===== config.mk =====
export PLATFORM = sky130hd
export DESIGN_NAME = frequency_vote_aggregator
export DESIGN_NICKNAME = d
export VERILOG_FILES = /design/src/fva_pkg.sv /design/src/frequency_vote_aggregator.sv /design/src/fva_ram.sv
export SDC_FILE = /design/constraint.sdc
export NUM_CORES = 2
export LEC_CHECK = 0
export ABC_AREA = 1
export BUFFER_PORTS_ARGS = -buffer_cell sky130_fd_sc_hd__buf_2
export CAP_MARGIN = 20
export CELL_PAD_IN_SITES_DETAIL_PLACEMENT = 1
export CELL_PAD_IN_SITES_GLOBAL_PLACEMENT = 2
export CORE_MARGIN = 10
export CORE_UTILIZATION = 30
export CTS_BUF_LIST = sky130_fd_sc_hd__clkbuf_16
export DETAILED_ROUTE_END_ITERATION = 12
export PLACE_DENSITY = 0.73
export SYNTH_ARGS = -nofsm -noshare
export SYNTH_HDL_FRONTEND = slang
export SYNTH_SLANG_ARGS = --single-unit

===== constraint.sdc =====
create_clock -name clk -period 4.74 [get_ports clk]
set_clock_uncertainty 0.2 [all_clocks]
set_input_delay 0.237 -clock clk [delete_from_list [all_inputs] [get_ports clk]]
set_output_delay 0.237 -clock clk [all_outputs]
set_load 0.01 [all_outputs]

===== src/fva_pkg.sv =====
package fva_pkg;

  localparam int CLIENTS = 8;
  localparam int LEVELS  = 16;

  localparam int CIDX_W = (CLIENTS > 1) ? $clog2(CLIENTS) : 1;
  localparam int LIDX_W = (LEVELS > 1) ? $clog2(LEVELS) : 1;
  localparam int CNT_W  = $clog2(((CLIENTS > LEVELS) ? CLIENTS : LEVELS) + 1);

  localparam logic [31:0] U32_MAX     = 32'hFFFF_FFFF;
  localparam logic [31:0] LATENCY_RST = 32'd10000;

  typedef enum logic [2:0] {
    ACT_TBL_WR = 3'd0,
    ACT_OPEN   = 3'd1,
    ACT_CLOSE  = 3'd2,
    ACT_SET    = 3'd3,
    ACT_GET    = 3'd4,
    ACT_TICK   = 3'd5
  } action_t;

  typedef enum logic [1:0] {
    ST_OK      = 2'd0,
    ST_INVALID = 2'd1,
    ST_RATE    = 2'd2,
    ST_FAILED  = 2'd3
  } status_t;

  typedef enum logic [1:0] {
    CFG_THERMAL_CAP = 2'd0,
    CFG_LATENCY     = 2'd1,
    CFG_RATE_ON     = 2'd2,
    CFG_LEVELS      = 2'd3
  } cfg_idx_t;

  typedef struct packed {
    logic [2:0]  action;
    logic [2:0]  client;
    logic [3:0]  level_index;
    logic [31:0] value_khz;
    logic        downstream_ok;
  } in_item_t;

  typedef struct packed {
    logic [1:0]  status;
    logic [3:0]  found_index;
    logic        request_valid;
    logic [31:0] request_khz;
    logic [31:0] applied_khz;
  } out_item_t;

endpackage


===== src/frequency_vote_aggregator.sv =====
// Frequency vote aggregator. Pulse start while busy is low to hand over one
// item; busy stays high while the sequencer works, and exactly one result
// appears on out_item for a single cycle with out_valid high, in the cycle
// busy drops. The receiver cannot stall, so capture it then. Table writes,
// opens, ticks and rejected actions finish in S_EXEC; a set level is refused
// in S_SET_CHK for an empty table entry. Close and an accepted set level walk
// the client slots with one comparator, one per cycle, then cap and decide;
// get level reads the level table RAM and compares one entry at a time,
// alternating a read state and a compare state. Configuration writes through
// cfg_we take effect at once and must only happen while idle.
module frequency_vote_aggregator (
  input  logic              clk,
  input  logic              rst_n,
  input  logic              start,
  output logic              busy,
  input  fva_pkg::in_item_t in_item,
  output logic              out_valid,
  output fva_pkg::out_item_t out_item,
  input  logic              cfg_we,
  input  logic [1:0]        cfg_index,
  input  logic [31:0]       cfg_data
);
  import fva_pkg::*;

  typedef enum logic [7:0] {
    S_IDLE    = 8'b0000_0001,
    S_EXEC    = 8'b0000_0010,
    S_SET_CHK = 8'b0000_0100,
    S_SCAN    = 8'b0000_1000,
    S_CAP     = 8'b0001_0000,
    S_DECIDE  = 8'b0010_0000,
    S_GET_RD  = 8'b0100_0000,
    S_GET_CMP = 8'b1000_0000
  } state_t;

  state_t state_r, state_nxt;
  in_item_t item_r, item_nxt;
  logic [CNT_W-1:0] cnt_r, cnt_nxt;
  logic any_r, any_nxt;
  logic [31:0] max_r, max_nxt;
  logic [1:0] status_r, status_nxt;
  logic [3:0] found_r, found_nxt;
  logic req_valid_r, req_valid_nxt;
  logic [31:0] req_khz_r, req_khz_nxt;
  logic out_valid_r, out_valid_nxt;
  logic is_close_r, is_close_nxt;
  logic [31:0] applied_r, applied_nxt;
  logic changed_r, changed_nxt;
  logic [31:0] elapsed_r, elapsed_nxt;
  logic [CLIENTS-1:0] slot_open_r, slot_open_nxt;
  logic [31:0] slot_vote_r [CLIENTS];

  logic [31:0] cap_r;
  logic [31:0] latency_r;
  logic rate_on_r;
  logic [4:0] levels_r;

  logic vote_we;
  logic [CIDX_W-1:0] vote_idx;
  logic [31:0] vote_data;

  logic ram_we;
  logic [LIDX_W-1:0] ram_raddr;
  logic [31:0] ram_rdata;

  logic [CNT_W-1:0] lv;
  logic [CIDX_W-1:0] ci;
  logic client_ok;
  logic accept;
  logic [31:0] scan_vote;
  logic [1:0] upd_status;

  assign busy   = (state_r != S_IDLE);
  assign accept = start && !busy;

  // Table entries beyond LEVELS count as absent.
  assign lv = (32'(levels_r) > 32'(LEVELS)) ? CNT_W'(LEVELS) : CNT_W'(levels_r);
  assign ci = CIDX_W'(item_r.client);
  assign client_ok = 32'(item_r.client) < 32'(CLIENTS);
  assign scan_vote = slot_vote_r[cnt_r[CIDX_W-1:0]];

  fva_ram #(.WIDTH(32), .DEPTH(LEVELS)) u_level_table (
    .clk   (clk),
    .we    (ram_we),
    .waddr (LIDX_W'(item_r.level_index)),
    .wdata (item_r.value_khz),
    .raddr (ram_raddr),
    .rdata (ram_rdata)
  );

  always_comb begin
    state_nxt     = state_r;
    item_nxt      = item_r;
    cnt_nxt       = cnt_r;
    any_nxt       = any_r;
    max_nxt       = max_r;
    status_nxt    = status_r;
    found_nxt     = found_r;
    req_valid_nxt = req_valid_r;
    req_khz_nxt   = req_khz_r;
    out_valid_nxt = 1'b0;
    is_close_nxt  = is_close_r;
    applied_nxt   = applied_r;
    changed_nxt   = changed_r;
    elapsed_nxt   = elapsed_r;
    slot_open_nxt = slot_open_r;
    vote_we       = 1'b0;
    vote_idx      = ci;
    vote_data     = '0;
    ram_we        = 1'b0;
    ram_raddr     = LIDX_W'(item_r.level_index);
    upd_status    = ST_OK;

    case (state_r)
      S_IDLE: begin
        if (accept) begin
          item_nxt      = in_item;
          status_nxt    = ST_OK;
          found_nxt     = '0;
          req_valid_nxt = 1'b0;
          req_khz_nxt   = '0;
          is_close_nxt  = (in_item.action == ACT_CLOSE);
          state_nxt     = S_EXEC;
        end
      end
      S_EXEC: begin
        state_nxt     = S_IDLE;
        out_valid_nxt = 1'b1;
        case (item_r.action)
          ACT_TBL_WR: begin
            if (32'(item_r.level_index) < 32'(LEVELS)) begin
              ram_we = 1'b1;
            end else begin
              status_nxt = ST_INVALID;
            end
          end
          ACT_OPEN: begin
            if (!client_ok || slot_open_r[ci]) begin
              status_nxt = ST_INVALID;
            end else begin
              slot_open_nxt[ci] = 1'b1;
              vote_we           = 1'b1;
            end
          end
          ACT_CLOSE: begin
            if (!client_ok || !slot_open_r[ci]) begin
              status_nxt = ST_INVALID;
            end else begin
              slot_open_nxt[ci] = 1'b0;
              vote_we           = 1'b1;
              cnt_nxt           = '0;
              any_nxt           = 1'b0;
              max_nxt           = '0;
              out_valid_nxt     = 1'b0;
              state_nxt         = S_SCAN;
            end
          end
          ACT_SET: begin
            if (!client_ok || !slot_open_r[ci] ||
                32'(item_r.level_index) >= 32'(lv)) begin
              status_nxt = ST_INVALID;
            end else begin
              out_valid_nxt = 1'b0;
              state_nxt     = S_SET_CHK;
            end
          end
          ACT_GET: begin
            if (lv == '0) begin
              status_nxt = ST_INVALID;
            end else begin
              cnt_nxt       = '0;
              out_valid_nxt = 1'b0;
              state_nxt     = S_GET_RD;
            end
          end
          ACT_TICK: begin
            if (elapsed_r != U32_MAX) begin
              elapsed_nxt = elapsed_r + 32'd1;
            end
          end
          default: begin
            status_nxt = ST_INVALID;
          end
        endcase
      end
      S_SET_CHK: begin
        if (ram_rdata == '0) begin
          status_nxt    = ST_INVALID;
          out_valid_nxt = 1'b1;
          state_nxt     = S_IDLE;
        end else begin
          vote_we   = 1'b1;
          vote_data = ram_rdata;
          cnt_nxt   = '0;
          any_nxt   = 1'b0;
          max_nxt   = '0;
          state_nxt = S_SCAN;
        end
      end
      S_SCAN: begin
        if (slot_open_r[cnt_r[CIDX_W-1:0]]) begin
          any_nxt = 1'b1;
          if (scan_vote > max_r) begin
            max_nxt = scan_vote;
          end
        end
        if (cnt_r == CNT_W'(CLIENTS - 1)) begin
          state_nxt = S_CAP;
        end else begin
          cnt_nxt = cnt_r + CNT_W'(1);
        end
      end
      S_CAP: begin
        if (max_r > cap_r) begin
          max_nxt = cap_r;
        end
        state_nxt = S_DECIDE;
      end
      S_DECIDE: begin
        if (!any_r) begin
          applied_nxt = '0;
        end else if (max_r == applied_r) begin
          upd_status = ST_OK;
        end else if (rate_on_r && changed_r && elapsed_r < latency_r) begin
          upd_status = ST_RATE;
        end else begin
          req_valid_nxt = 1'b1;
          req_khz_nxt   = max_r;
          if (!item_r.downstream_ok) begin
            upd_status = ST_FAILED;
          end else begin
            applied_nxt = max_r;
            changed_nxt = 1'b1;
            elapsed_nxt = '0;
          end
        end
        // close reports ok whatever the downstream did
        status_nxt    = is_close_r ? ST_OK : upd_status;
        out_valid_nxt = 1'b1;
        state_nxt     = S_IDLE;
      end
      S_GET_RD: begin
        ram_raddr = cnt_r[LIDX_W-1:0];
        state_nxt = S_GET_CMP;
      end
      S_GET_CMP: begin
        if (ram_rdata == item_r.value_khz) begin
          found_nxt     = 4'(cnt_r);
          out_valid_nxt = 1'b1;
          state_nxt     = S_IDLE;
        end else if ((cnt_r + CNT_W'(1)) == lv) begin
          status_nxt    = ST_INVALID;
          out_valid_nxt = 1'b1;
          state_nxt     = S_IDLE;
        end else begin
          cnt_nxt   = cnt_r + CNT_W'(1);
          state_nxt = S_GET_RD;
        end
      end
      default: begin
        state_nxt = S_IDLE;
      end
    endcase
  end

  always_ff @(posedge clk) begin
    if (!rst_n) begin
      state_r     <= S_IDLE;
      out_valid_r <= 1'b0;
      applied_r   <= '0;
      changed_r   <= 1'b0;
      elapsed_r   <= '0;
      slot_open_r <= '0;
    end else begin
      state_r     <= state_nxt;
      out_valid_r <= out_valid_nxt;
      applied_r   <= applied_nxt;
      changed_r   <= changed_nxt;
      elapsed_r   <= elapsed_nxt;
      slot_open_r <= slot_open_nxt;
    end
  end

  always_ff @(posedge clk) begin
    item_r      <= item_nxt;
    cnt_r       <= cnt_nxt;
    any_r       <= any_nxt;
    max_r       <= max_nxt;
    status_r    <= status_nxt;
    found_r     <= found_nxt;
    req_valid_r <= req_valid_nxt;
    req_khz_r   <= req_khz_nxt;
    is_close_r  <= is_close_nxt;
    if (vote_we) begin
      slot_vote_r[vote_idx] <= vote_data;
    end
  end

  always_ff @(posedge clk) begin
    if (!rst_n) begin
      cap_r     <= U32_MAX;
      latency_r <= LATENCY_RST;
      rate_on_r <= 1'b0;
      levels_r  <= '0;
    end else if (cfg_we) begin
      case (cfg_index)
        CFG_THERMAL_CAP: cap_r     <= cfg_data;
        CFG_LATENCY:     latency_r <= cfg_data;
        CFG_RATE_ON:     rate_on_r <= cfg_data[0];
        CFG_LEVELS:      levels_r  <= cfg_data[4:0];
        default:         levels_r  <= levels_r;
      endcase
    end
  end

  assign out_valid                = out_valid_r;
  assign out_item.status          = status_r;
  assign out_item.found_index     = found_r;
  assign out_item.request_valid   = req_valid_r;
  assign out_item.request_khz     = req_khz_r;
  assign out_item.applied_khz     = applied_r;

  a_result_after_work: assert property (@(posedge clk) disable iff (!rst_n)
    out_valid |-> $past(busy))
    else $error("result without an item in progress");

  a_accept_goes_busy: assert property (@(posedge clk) disable iff (!rst_n)
    (start && !busy) |=> busy)
    else $error("accepted item did not start the sequencer");

  a_request_status: assert property (@(posedge clk) disable iff (!rst_n)
    (out_valid && out_item.request_valid) |->
      (out_item.status != ST_INVALID && out_item.status != ST_RATE))
    else $error("request issued with a rejecting status");

  a_rate_needs_enable: assert property (@(posedge clk) disable iff (!rst_n)
    (out_valid && out_item.status == ST_RATE) |-> (rate_on_r && changed_r))
    else $error("rate limit reported while not armed");

endmodule


===== src/fva_ram.sv =====
module fva_ram #(
  parameter int WIDTH = 32,
  parameter int DEPTH = 16
) (
  input  logic                                     clk,
  input  logic                                     we,
  input  logic [((DEPTH > 1) ? $clog2(DEPTH) : 1)-1:0] waddr,
  input  logic [WIDTH-1:0]                         wdata,
  input  logic [((DEPTH > 1) ? $clog2(DEPTH) : 1)-1:0] raddr,
  output logic [WIDTH-1:0]                         rdata
);

  logic [WIDTH-1:0] mem_r [DEPTH];

  always_ff @(posedge clk) begin
    if (we) begin
      mem_r[waddr] <= wdata;
    end
    rdata <= mem_r[raddr];
  end

endmodule


Word level (Yosys, flattened, before mapping):

Memories as Yosys holds them, arrays and structs flattened. A register that Yosys moved wholly into a read port is not among the register bits.
Index checks and enable logic that the tools add are counted.

* reduce and logical (&&, ||, !) cells: 36
* equal/unequal tests: 56
* mux-type cells: 101
* add/sub/neg operators: 2
* bitwise gates (word level): 5
* $lt $le $gt $ge: 8

Operators with widths (number)
* 2-to-1 mux 32 bit: 22
* one-hot mux 32 bit (2 select lines): 2
* one-hot mux 32 bit (4 select lines): 1
* == test 32 bit: 2
* greater-than comparator 32 bit: 2
* one-hot mux 8 bit (7 select lines): 1
* inequality test 2 bit (second input constant): 25
* 2-to-1 mux 5 bit: 7
* adder 32 x 1 -> 32 bit (second input constant): 1
* logical NOT 32 bit: 1
* < comparator 32 bit: 1
* 2-to-1 mux 8 bit: 4
* inequality test 32 bit (second input constant): 1
* 2-to-1 mux 2 bit: 13
* 2-to-1 mux 1 bit: 25
* 2-to-1 mux 7 bit: 3
* one-hot mux 7 bit (3 select lines): 1
* 2-to-1 mux 4 bit: 5
* one-hot mux 2 bit (5 select lines): 2
* one-hot mux 5 bit (4 select lines): 1
* inequality test 3 bit (second input constant): 6
* one-hot mux 8 bit (2 select lines): 1
* AND reduction 5 bit: 3
* AND reduction 7 bit: 2
* 51 further kinds: 76

* output and inout bits: 73
* word-level logic and storage cells: 233
* RAM bits: 768
* bits in registers: 273
* memories kept: 2
* input bits: 81

Memory list
* u_level_table.mem_r: words 16, bits a word 32, rd ports 1, clocked after Yosys merged registers in 1, write ports 1, RTL line fva_ram.sv:13 `logic [WIDTH-1:0] mem_r [DEPTH];`
* slot_vote_r: words 8, bits a word 32, rd ports 1, clocked after Yosys merged registers in 1, write ports 1, RTL line frequency_vote_aggregator.sv:51 `logic [31:0] slot_vote_r [CLIENTS];`

Logic depth before layout (Yosys ltp):

* depth after elaboration: 8
* gate-level depth with buffers: 19
* gate-level depth less buffers: 18

Cells and area by module:

Synthesis repeated with hierarchy kept, for this count alone.

* cell total of the unflattened synthesis: 4698
* area total of the unflattened synthesis: 47724.5 µm²

By module, submodules not included
* frequency_vote_aggregator: cells an instance 2578, instances 1, area an instance 24980.2 µm²
* fva_ram: cells an instance 2120, instances 1, area an instance 22744.3 µm²

Least setup slack after synthesis:

Ideal clock, no wire load.

* path type: register to register
* from: register with a tool-made name
* to: register max_r[0], enable pin
* required time: 4.118 ns
* stages on the path, launching flop included: 17
* period minus slack after synthesis: 4.396 ns
* path slack: 0.344 ns
* path buffers: 3
* setup time: 0.422 ns
* arrival: 3.774 ns
* cells stage by stage: dfxtp_1 buf_2 inv_1 clkbuf_1 clkbuf_1 nor2_1 o221ai_1 o21a_1 ha_1 nand4_1 nor4_1 inv_1 nor4_1 nand2_1 nand2_1 a21oi_1 nor2_1

RTL lines
* end signal, assigned: RTL line frequency_vote_aggregator.sv:288 `max_r <= max_nxt;`
* end, declared: RTL line frequency_vote_aggregator.sv:40 `logic [31:0] max_r, max_nxt;`

==> flow_metrics.env <==
export IMPL_grt_max_degree=140
export IMPL_cts_resized=0
export IMPL_cp_max_fo=38
export IMPL_drt_pass1_iterations=5
export IMPL_p_clk_share_pct=42.2
export IMPL_worst_pin_slew_ps=1030
export IMPL_synth_edff_count=889
export IMPL_fin_crit_sh_pct=87.3
export IMPL_die_h_um=411
export IMPL_min_period_ps=4140
export IMPL_area_growth_pct=18.4
export IMPL_avgRoutedWirePerCell_um=22.3
export IMPL_layout_drive_gt1_share_pct=11.2
export IMPL_first_global_vias=33200
export IMPL_peakVddDrop_mv=0.289
export IMPL_cp_data_arrival_time_ps=4390
export IMPL_p_int_uw=15600
export IMPL_finalHoldViolCount=0
export IMPL_p_sw_uw=5140
export IMPL_layout_nets=4500
export IMPL_clockBufferDepth=3
export IMPL_fp_row_count=143
export IMPL_reg2reg_depth=13
export IMPL_max_freq_ghz=0.242
export IMPL_start_util_pct=30.2
export IMPL_antenna_found_initial=7
export IMPL_crit_end="max_r[27]$_DFFE_PP_"
export IMPL_rsz0062_at_grt="false"
export IMPL_place_congestion=0.818
export IMPL_placedCellCount=6094
export IMPL_netlist_top_cell_by_area="edfxtp_1"
export IMPL_synth_main_ff_cell="edfxtp_1"
export IMPL_n_antenna_cell=0
export IMPL_cts_root_buf="clkbuf_16"
export IMPL_netSwitchingFraction_pct=24.7
export IMPL_fin_cells=6450
export IMPL_p_comb_share_pct=7.0
export IMPL_cts_sinks=1076
export IMPL_synth_area_sq_um=45800
export IMPL_tns_ps=0
export IMPL_ys_warn_count=0
export IMPL_reg_top3="u_level_table.mem_r (512), slot_vote_r (256), item_r (40)"
export IMPL_drv_cap=0
export IMPL_power_leakage_uw=0.0190
export IMPL_syn_nets=4221
export IMPL_port_buffers=153
export IMPL_slew_headroom_pct=31.3
export IMPL_avgSynthCellArea_sq_um=11.3
export IMPL_criticalPathCategory="flip-flop to flip-flop"
export IMPL_postSynthCellCount=4039
export IMPL_die_x_um=411
export IMPL_worst_r2r_setup_slack_ps=600
export IMPL_numCtsBuffers=117
export IMPL_status="finished clean"
export IMPL_grt_first_pass_wirelength_mm=214
export IMPL_reg2reg_to="max_r[27]$_DFFE_PP_"
export IMPL_clkLatencyLatePin_ps=770
export IMPL_cts_htree_levels=3
export IMPL_worst_setup_path_start_kind="flip-flop"
export IMPL_gr_usage_all_layers_pct=16.5
export IMPL_final_antenna_net_count=0
export IMPL_ios=154
export IMPL_crit_path_end_kind="flip-flop"
export IMPL_synth_area_leaders="edfxtp_1 58%, dfxtp_1 8.2%, o21ai_0 4.8%"
export IMPL_routed_via_density=5.00
export IMPL_drc_errors=0
export IMPL_hold_class="input port to flip-flop"
export IMPL_yosysTopAreaCellShare_pct=58.3
export IMPL_post_dp_hpwl_mm=92.6
export IMPL_postSynth_asyncResetShare_pct=0
export IMPL_setup_viol=0
export IMPL_largest_register_ffs=512
export IMPL_cts_tree="built"
export IMPL_drt_iter0_drc=2317
export IMPL_core_area_sq_um=152000
export IMPL_synth_yosys_seq_area_share_pct=66.4
export IMPL_ys_ff_latch=1076
export IMPL_dieArea_sq_um=169000
export IMPL_yosysMostFrequentCell="edfxtp_1"
export IMPL_power_density_nw_per_um2=383
export IMPL_seq_power_share_pct=50.8
export IMPL_largest_register="u_level_table.mem_r"
export IMPL_cp_required_ps=4990
export IMPL_grt_overflow=0
export IMPL_drv_slew=0
export IMPL_cts_hold_buf=133
export IMPL_synth_cell_types=47
export IMPL_synthTopCellsByCount="889 x edfxtp_1, 499 x nor2_1, 436 x o21ai_0"
export IMPL_clkTransAtPathRegs_ps=60
export IMPL_vias=32200
export IMPL_cts_setup_buffers=0
export IMPL_drt_wl_total_mm=144
power groups by stage:
stage	clock network, uW	logic [uW]	registers (uW)
2_1_floorplan	0	805	10700
3_3_place_gp	0	1350	10800
3_5_place_dp	0	1380	10800
4_1_cts	8990	1470	10600
5_1_grt	9370	1620	10600
6_report	8760	1450	10600
cell families after synthesis:
family	after synthesis	synth area share [%]
AND/OR/NAND/NOR	1222	11.4
flip-flops	1076	66.4
AO/OA/AOI/OAI	1020	13.1
buffers and inverters	560	5.13
adder cells (fa/ha/maj)	101	2.76
XOR/XNOR	60	1.15
layout by cell type (no fill, tap or decap), types with 141 or more instances in the layout:
| master | Yosys | final |
|---|---|---|
| edfxtp_1 | 889 | 889 |
| inv_1 | 329 | 360 |
| nand3_1 | 166 | 166 |
| o211ai_1 | 165 | 165 |
| nand2_1 | 399 | 398 |
| dfxtp_1 | 187 | 185 |
| buf_2 | 68 | 153 |
| a21oi_1 | 142 | 141 |
| o21ai_0 | 436 | 436 |
| nor2_1 | 499 | 473 |
cell type report:
| cell class | instances | area, sq um |
|---|---|---|
| timing repair buffer | 376 | 3020 |
| inverter | 344 | 1290 |
| sequential | 1076 | 30400 |
| tap | 2030 | 2540 |
| fill | 16600 | 97700 |
| clock buffer | 118 | 2950 |
| clock inverter | 103 | 741 |
| multi-input combinational | 2403 | 13300 |
layer usage:
metal	track usage (%)	share of wire [%]	vias to the layer above
met1	22.0	45	16300
met5	0	0.019	-
met2	27.2	47	731
met4	5.11	2.9	4
met3	3.01	5.2	223
li1	-	-	15000
through the flow:
stage	power, uW	hold slack (ps)	utilization, %	area (sq um)	worst slack [ps]
after floorplan	11500	136	-	45800	344
after global placement	12100	213	32.4	49200	764
after detailed placement	12100	216	32.4	49200	642
after CTS	21000	3.97	35.7	54200	584
after global routing	21600	21.2	35.7	54200	326
final	20800	47.9	35.7	54200	601
critical path, cell delays in order, from the launching register on:
cell	delay, ps
dfxtp_4	350
inv_2	480
buf_4	410
buf_4	340
o21ai_0	120
o221ai_1	170
o21a_1	230
ha_1	140
nand2_1	50
nor4_1	540
nand4_1	160
a21oi_1	300
nor2_2	100
buf_12	190
worst min-delay path by stage:
stage,from,endpoint,depth (start not counted)
2_1_floorplan,in_item[37],ci[0]$_DFFE_PP_,0
3_3_place_gp,in_item[24],item_r[24]$_DFFE_PP_,1
3_5_place_dp,in_item[29],item_r[29]$_DFFE_PP_,1
4_1_cts,in_item[4],item_r[4]$_DFFE_PP_,2
5_1_grt,in_item[4],item_r[4]$_DFFE_PP_,2
6_report,in_item[15],item_r[15]$_DFFE_PP_,2
Power figures use the tool's default switching activity.
